===== src/amc_pkg.sv =====
// amc_pkg: shared types and constants of the multi-pattern string matcher
// used by amc_engine, amc_rsp_reg and multi_pattern_string_matcher
package amc_pkg;

   localparam int ALPHABET_SIZE = 64;
   localparam int SYM_W         = 6;
   localparam int MAX_NODES     = 256;
   localparam int NODE_W        = 8;
   localparam int NCNT_W        = NODE_W + 1;
   localparam int MAX_PATTERNS  = 16;
   localparam int PAT_W         = 4;
   localparam int PCNT_W        = PAT_W + 1;
   localparam int RESULT_CAP    = 16;
   localparam int RCNT_W        = 5;
   localparam int LEN_W         = 8;
   localparam int POS_W         = 32;
   localparam int NUM_W         = 5;
   localparam int KIND_W        = 2;
   localparam int CHILD_AW      = NODE_W + SYM_W;
   localparam int CHILD_DEPTH   = MAX_NODES * ALPHABET_SIZE;

   localparam logic ACT_SCAN = 1'b1;

   localparam logic [KIND_W-1:0] KIND_MATCH     = 2'd0;
   localparam logic [KIND_W-1:0] KIND_NODE_FULL = 2'd1;
   localparam logic [KIND_W-1:0] KIND_SLOT_FULL = 2'd2;

   typedef struct packed {
      logic             action;
      logic [SYM_W-1:0] symbol;
      logic             pattern_end;
   } req_type;

   typedef struct packed {
      logic [KIND_W-1:0] kind;
      logic [POS_W-1:0]  start_position;
      logic [NUM_W-1:0]  pattern_number;
      logic              last;
   } rsp_type;

   typedef struct packed {
      logic    push;
      rsp_type data;
   } push_type;

   // one pending suffix-link computation
   typedef struct packed {
      logic [NODE_W-1:0] node;
      logic              walk;
      logic [NODE_W-1:0] cur;
   } frame_type;

   typedef enum logic [4:0] {
      ST_CLEAR, ST_IDLE, ST_B_RD, ST_B_DEC, ST_S_RD, ST_S_DEC,
      ST_L_REQ, ST_L_DAT, ST_E_EVAL, ST_E_PAR, ST_E_PLNK, ST_E_SYM,
      ST_E_CHD, ST_E_XLNK, ST_E_POP, ST_E_RES, ST_M_TEST, ST_M_PAT, ST_M_END
   } st_type;

   typedef enum logic {RET_SCAN, RET_MATCH} ret_type;

endpackage


===== src/amc_rsp_reg.sv =====
// amc_rsp_reg: result output register between the sequencer and the rsp channel
// depends on amc_pkg
module amc_rsp_reg (
   input  logic              clock,
   input  logic              reset,
   input  amc_pkg::push_type push,
   output logic              out_free,
   output logic              rsp_valid,
   input  logic              rsp_stall,
   output amc_pkg::rsp_type  rsp_data
);

   logic             valid_ff, valid_in;
   amc_pkg::rsp_type data_ff, data_in;

   assign out_free  = !valid_ff || !rsp_stall;
   assign rsp_valid = valid_ff;
   assign rsp_data  = data_ff;

   always_comb begin
      valid_in = valid_ff;
      data_in  = data_ff;
      if (push.push) begin
         valid_in = 1'b1;
         data_in  = push.data;
      end else if (!rsp_stall) begin
         valid_in = 1'b0;
      end
   end

   always_ff @(posedge clock) begin
      if (reset) begin
         valid_ff <= 1'b0;
      end else begin
         valid_ff <= valid_in;
      end
      data_ff <= data_in;
   end

endmodule


===== config.mk =====
export PLATFORM = sky130hd
export DESIGN_NAME = amc_rsp_reg
export DESIGN_NICKNAME = d
export VERILOG_FILES = /design/src/amc_pkg.sv /design/src/amc_rsp_reg.sv
export SDC_FILE = /design/constraint.sdc
export NUM_CORES = 1
export LEC_CHECK = 0
export BUFFER_PORTS_ARGS = -buffer_cell sky130_fd_sc_hd__buf_2
export CAP_MARGIN = 10
export CORE_MARGIN = 4
export CORE_UTILIZATION = 42
export DETAILED_ROUTE_END_ITERATION = 12
export PLACE_DENSITY = 0.87
export SLEW_MARGIN = 20
export SYNTH_ARGS = -nofsm -noshare
export SYNTH_HDL_FRONTEND = slang
export SYNTH_SLANG_ARGS = --single-unit

===== constraint.sdc =====
create_clock -name clock -period 1.47 [get_ports clock]
set_clock_uncertainty 0.05 [all_clocks]
set_input_delay 0 -clock clock [delete_from_list [all_inputs] [get_ports clock]]
set_output_delay 0 -clock clock [all_outputs]
set_load 0.05 [all_outputs]

# Yosys cells after proc, flatten, opt, wreduce, memory -nomap -nowiden
# Cells that the tools add are included.
# word_totals
regBits	41
in_bits	44
out_inout_bits	42
# classes
eq_ne	1
mux	2
n_reduce_logical	3
# op_table
op	n
$logic_not A1 Y1	2
$mux W1	2
$ne A2 B2 Y1 const B	1
$logic_or A1 B1 Y1	1

# Longest topological paths before layout
# Gate-level depths: netlist of the first run.
# depth
ltp_word	2
depth_mapped	2
ltp_nobuf	2

# Least setup slack after synthesis of the first run
# OpenSTA, ideal clock, no wires.
# synth_path
path_type	reg2out
start	register valid_ff (netlist: rsp_valid)
end	output out_free
arrival_time_ns	1.060
slack_ns	0.360
stages_incl_launch_ff	2
path_cell_list	dfxtp_1 nand2_1
# synth_via
elab_chain_len	2
# synth_rtl
item	line	rtl
start: declaration	amc_rsp_reg.sv:13	logic valid_ff, valid_in;
start signal: assignment	amc_rsp_reg.sv:35	valid_ff <= valid_in;
$logic_not A1 Y1	amc_rsp_reg.sv:16	assign out_free = !valid_ff || !rsp_stall;
$logic_or A1 B1 Y1	amc_rsp_reg.sv:16	
end: declaration	amc_rsp_reg.sv:7	output logic out_free,
# Every way passes these cells.

==> metrics.md, run 1 <==
| Metric | Value |
|---|---|
| Fraction of layout cells with a size suffix above 1 | 0.5222 |
| Area Overhead vs Synth | 79.21% |
| Htree depth | 2 |
| Met3 Track Usage GR | 0.1243 |
| Port Buffers | 85 |
| Final period util | 0.8637 |
| Ys async rst share | 0 |
| Ys flop type | edfxtp_1 |
| Count leader, synth | edfxtp_1 |
| Final setup viols | 0 |
| DRC | 0 |
| Synth Instances | 44 |
| Post-synth top area cell | edfxtp_1 |
| HP Class | in -> reg |
| Wire per inst | 17.63 um |
| Critical path's top delay family | buffers and inverters |
| FP Rows | 19 |
| GR Layer Usage met2 | 0.3083 |
| GR Util All Layers | 0.2081 |
| Clk root buf | clkbuf_4 |
| Max incr delay on CP | 0.56 ns |
| Netlist Area Pre-Place | 1234 sq um |
| Global route hottest layer | met2 |
| Req. time, crit path | ~1.7 ns |
| Final Hold Fails | 0 |
| IO Pins | 86 |
| Sequential element share of the synthesized area | 0.9899 |
| Starting Density | 0.4435 |
| Syn nets | 88 |
| Slew margin rel. | 0.7585 |
| Clock buffer depth | 2 |
| Clk sink count | slightly above 40 |
| Initial antenna violation count | 1 |
| GR Overflow Total | 0 |
| Share of Yosys cell area claimed by the top area cell type | 0.9736 |
| Maximum number of pins on one net before global-route repair | 28 |
| First-pass GRT wire length | between 5 and 6 mm |
| Die Span Y | 62.20 um |
| CP Cell Sequence | a21oi_1 -> nor2_1 -> dlygate4sd3_1 |
| CP Capture Type | flop |
| Placer Congestion | 0.6990 |
| Area of the core | between 2000 and 3000 sq um |
| Slew Limit Fails | 0 |
| Total Wirelength | 3.738 mm |
| Post-route antenna net violation count | 0 |
| Syn Area/Cell | between 20 and 30 sq um |
| Met1 Usage GRT | 0.2214 |
| Power Density | 1184 nW/um^2 |
| Mean number of vias per cell | 4.604 |
| Yosys reg bits | 41 |
| Worst-margin pin slew | approximately 0.36 ns |
| Ys Warns | 0 |
| Crit Path Max Fanout | 3 |
| Kind of critical path | reg -> reg |
| Via count | approximately 980 |
| Post-synth EDFFs | 40 |
| Skew-Pair Late Insertion Delay | 0.33 ns |
| CTS buffer count | 5 |
| Fin Hold WS | 0.04455 ns |
| Crit path max-delay cell type | dlygate4sd3_1 |
| Commonest cells post-synth | 40 x edfxtp_1, 1 x a21oi_1, 1 x dfxtp_1, 1 x nand2_1, 1 x nor2_1 |
| Min Tclk post-route | approximately 1.3 ns |
| Lkg Pwr | 0.0009660 uW |
| Vias in the first global route | 1165 |
| Chip width | 62.20 um |
| Hold buffer count at CTS | 42 |
| Setup TNS | 0 ns |
| Netlist cell types | 5 |
| CTS tree | done |
| Iteration-0 DRC Markers | 34 |
| Peak supply drop | ~1.0 mV |
| Nature of the critical path startpoint | flop |
| Worst-path clk slew | 0.11 ns |
| Setup repair bufs after CTS | 0 |
| TritonRoute pass-1 iters | 4 |
| Buf/Inv on CP | 1 |
| RSZ-0062 raised after global routing | false |
| Die area | 3868 sq um |
| Cts repair resizes | 0 |
| Max_cap viols | 0 |
| Status | finished, final reports clean |
| Final net count | 223 |
| Fmax | 787.6 MHz |
| Top post-synthesis cells by area | edfxtp_1 97%, dfxtp_1 1.6%, a21oi_1 0.41% |
| Critical path data arrival time | 1.45 ns |
## stage by stage
stage / worst slack (ns) / cell area (sq um) / util / total power (uW) / instances
2_1_floorplan: 0.3600 / 1234 / - / 1765 / 44
5_1_grt: 0.1495 / 2211 / 0.7949 / 2734 / 212
4_1_cts: 0.2533 / 2208 / 0.7940 / 2624 / 211
6_report: 0.2003 / 2211 / 0.7949 / 2617 / 212
3_5_place_dp: 0.5514 / 1718 / 0.6176 / 1933 / 161
3_3_place_gp: 0.5880 / 1718 / 0.6176 / 1925 / 161
## worst reg2reg max path, cell delays in order, from the launching register on
cell and delay (ns):
dfxtp_1 0.35, a21oi_1 0.15, nor2_1 0.06, dlygate4sd3_1 0.56
## power by group
group | internal [uW] | switching, uW | leakage (uW)
clock network | 278 | 334 | 0.0000413
logic | 178 | 418 | 0.000525
registers | 1380 | 27.5 | 0.000400
## worst paths after layout
kind | startpoint | end | slack, ns | depth (start not counted)
setup / recovery | rsp_valid$_SDFFE_PP0P_ | rsp_valid$_SDFFE_PP0P_ | 0.20 | 3
hold / removal | push[40] | rsp_data[5]$_DFFE_PP_ | 0.04 | 1
setup reg to reg | rsp_valid$_SDFFE_PP0P_ | rsp_valid$_SDFFE_PP0P_ | 0.20 | 3
hold reg to reg | rsp_valid$_SDFFE_PP0P_ | rsp_valid$_SDFFE_PP0P_ | 1.10 | 3
## cell families (layout without fill, tap and decap cells)
group           count (synthesis)  in the layout  share of synthesized area
buf+inv                         0            136                          0
other cells                     0              1                          0
simple gates                    2              2                   0.006079
flops                          41             41                     0.9899
compound gates                  1              1                   0.004053
## registers in the layout, summed over array words and instances, names as in the netlist
name,count
rsp_data,40
rsp_valid,1
## layout make-up
cell class	instances	area (sq um)
Antenna cell	1	2.502
Clock inverter	1	5.005
Timing Repair Buffer	128	865.8
Tap cell	31	38.79
Sequential cell	41	1221
Multi-Input combinational cell	3	12.51
Fill cell	147	570.5
Clock buffer	7	65.06
## routing by layer
| layer | vias up | wire [um] |
|---|---|---|
| met4 | 0 | 116 |
| met3 | 10 | 568 |
| met5 | - | 0 |
| met2 | 78 | 1721 |
| li1 | 447 | - |
| met1 | 441 | 1331 |
## cell usage in the layout, fill, tap and decap left out
cell type / n
a21oi_1: 1
clkbuf_8: 2
dlygate4sd3_1: 42
diode_2: 1
nor2_1: 1
edfxtp_1: 40
nand2_1: 1
buf_2: 85
buf_12: 1
dfxtp_1: 1
clkbuf_4: 5
clkinv_2: 1
Note: power is estimated with default switching activity, not from simulation.
==> run 2: changes to the inputs <==
GPL_TIMING_DRIVEN = 0   (was default)
==> run 2 against run 1 <==
Die area unchanged; combinational power about the same; critical path type unchanged; critical path depth unchanged; clock-buffer cell count down 2.
==> metrics.md, run 2 (synthesis gave the netlist of run 1 again) <==
| Metric | Value |
|---|---|
| RSZ-0062 raised after global routing | false |
| Wire per inst | 19.31 um (+9.5%) |
| Crit Path Max Fanout | 3 (unchanged) |
| Ant. Diodes | 0 (-1) |
| R2R cell count | 3 (unchanged) |
| Slew Limit Fails | 0 (unchanged) |
| IO Pins | 86 (unchanged) |
| GR Util All Layers | 0.2251 (+0.01699) |
| Fraction of layout cells with a size suffix above 1 | 0.5140 (-0.008256) |
| CTS buffer count | 5 (unchanged) |
| Hold wc startpoint | push[40] |
| Worst-path clk slew | 0.12 ns (about the same) |
| Lkg Pwr | 0.0009541 uW (-1.2%) |
| Via count | 1001 (+2.6%) |
| Post-route antenna net violation count | 0 (unchanged) |
| Fmax | 772.1 MHz (-2.0%) |
| R2R Path Start | rsp_valid$_SDFFE_PP0P_ |
| Register Area | 1221 sq um (unchanged) |
| Die area | 3868 sq um (unchanged) |
| Skew-Pair Late Insertion Delay | 0.35 ns (+0.02 ns) |
| Total Wirelength | 4.056 mm (+8.5%) |
| Hpwl dp | 1.975 mm |
| Setup TNS | 0 ns (unchanged) |
| Final net count | 222 (-0.45%) |
| TritonRoute pass-1 iters | 4 (unchanged) |
| Req. time, crit path | 1.67 ns (+0.02 ns) |
| Worst R2R End | rsp_valid$_SDFFE_PP0P_ |
| Power Density | 1245 nW/um^2 (+5.1%) |
| CTS tree | done |
| Max_cap viols | 0 (unchanged) |
| FP Rows | 19 (unchanged) |
| Final Hold Fails | 0 (unchanged) |
| Max reg flops | 40 (unchanged) |
| Kind of critical path | reg -> reg |
| Mean number of vias per cell | 4.767 (+3.5%) |
| Placer Congestion | 0.6554 (-6.2%) |
| Final period util | 0.8810 (+0.01732) |
| Critical path data arrival time | 1.50 ns (+0.05 ns) |
| Hold EP | rsp_data[19]$_DFFE_PP_ |
| Slew margin rel. | 0.4273 (-0.3312) |
| Cell count of the worst hold path | 1 (unchanged) |
| Reg2reg setup slack | 0.17 ns (-0.03 ns) |
| Initial antenna violation count | 0 (-1) |
| Vias in the first global route | 1121 (-3.8%) |
| Area occupied by multi-input gates | 12.51 sq um (unchanged) |
| Commonest non-fill, non-tap cells in the layout | 85 x buf_2, 42 x dlygate4sd3_1, 40 x edfxtp_1, 5 x clkbuf_4 |
| Die Span Y | 62.20 um (unchanged) |
| Clk root buf | clkbuf_4 |
| Port Buffers | 85 (unchanged) |
| Status | finished, final reports clean |
| FILL cells | 162 (+10%) |
| Htree depth | 2 (unchanged) |
| Post-Route Utilization | 0.7899 (-0.004948) |
| Clk sink count | 41 (unchanged) |
| Final setup viols | 0 (unchanged) |
| Nature of the critical path startpoint | flop |
| Min Tclk post-route | 1.295 ns (+0.02547 ns) |
| Cts repair resizes | 0 (unchanged) |
| Leading cell type in the layout, fill and taps excluded | buf_2 |
| DRC | 0 (unchanged) |
| GR Overflow Total | 0 (unchanged) |
| Starting Density | 0.4435 (unchanged) |
| Chip width | 62.20 um (unchanged) |
| Peak supply drop | 1.053 mV (+1.0%) |
| First-pass GRT wire length | 6.279 mm (+5.0%) |
| CP Capture Type | flop |
| Area of the core | 2781 sq um (unchanged) |
| Maximum number of pins on one net before global-route repair | 42 (+50%) |
| Iteration-0 DRC Markers | 40 (+18%) |
| HP Class | in -> reg |
| Clock buffer depth | 2 (unchanged) |
| Pwr Total | 2735 uW (+4.5%) |
| Worst-margin pin slew | 0.8590 ns (+0.4967 ns) |
| Area Overhead vs Synth | 78.09% |
## run 2: stage by stage
stage               hold slack, ns  instance area [sq um]  instances  setup slack, ns
floorplan                  0.02238                   1234         44           0.3600
global placement            0.1093                   1698        160           0.4173
detailed placement          0.1160                   1698        160           0.3490
CTS                         0.2665                   2197        210           0.2701
global route                0.2765                   2197        210           0.1421
finish                      0.2499                   2197        210           0.1749
## run 2: power by group
group          internal, uW  switching (uW)  total [uW]
registers              1380            28.2        1410
logic                   173             420         593
clock network           352             378         730
total                  1910             826        2730
## run 2: area by class of cell
type	instances	area share
Timing Repair Buffer	127	0.3850
Clock buffer	5	0.01708
Tap cell	31	0.01765
Multi-Input combinational cell	3	0.005695
Clock inverter	3	0.01879
Sequential cell	41	0.5558
## run 2: timing repair
action / 4_1_cts / 5_1_grt
setup buffers: 0 / 0
hold endpoints to repair: 41 / 0
hold buffers: 42 / 0
## run 2: how the worst max path moves through the flow
stage | slack, ns | end | cells after the start | start
floorplan | 0.36 | out_free | 1 | rsp_valid$_SDFFE_PP0P_
global placement | 0.42 | rsp_data[21]$_DFFE_PP_ | 1 | push[40]
detailed placement | 0.35 | rsp_data[15]$_DFFE_PP_ | 1 | push[40]
CTS | 0.27 | rsp_valid$_SDFFE_PP0P_ | 3 | rsp_valid$_SDFFE_PP0P_
global route | 0.14 | rsp_valid$_SDFFE_PP0P_ | 3 | rsp_valid$_SDFFE_PP0P_
finish | 0.17 | rsp_valid$_SDFFE_PP0P_ | 3 | rsp_valid$_SDFFE_PP0P_
## run 2: layer usage
| metal | wire [um] | track usage |
|---|---|---|
| met3 | 631 | 0.1261 |
| met2 | 1881 | 0.3562 |
| met1 | 1419 | 0.2421 |
| met5 | 0 | 0 |
| met4 | 123 | 0.1057 |
## run 2: worst max-delay path: stages (launching register included)
cell           delay (ns)
dfxtp_1              0.35
a21oi_1              0.17
nor2_1               0.07
dlygate4sd3_1        0.56
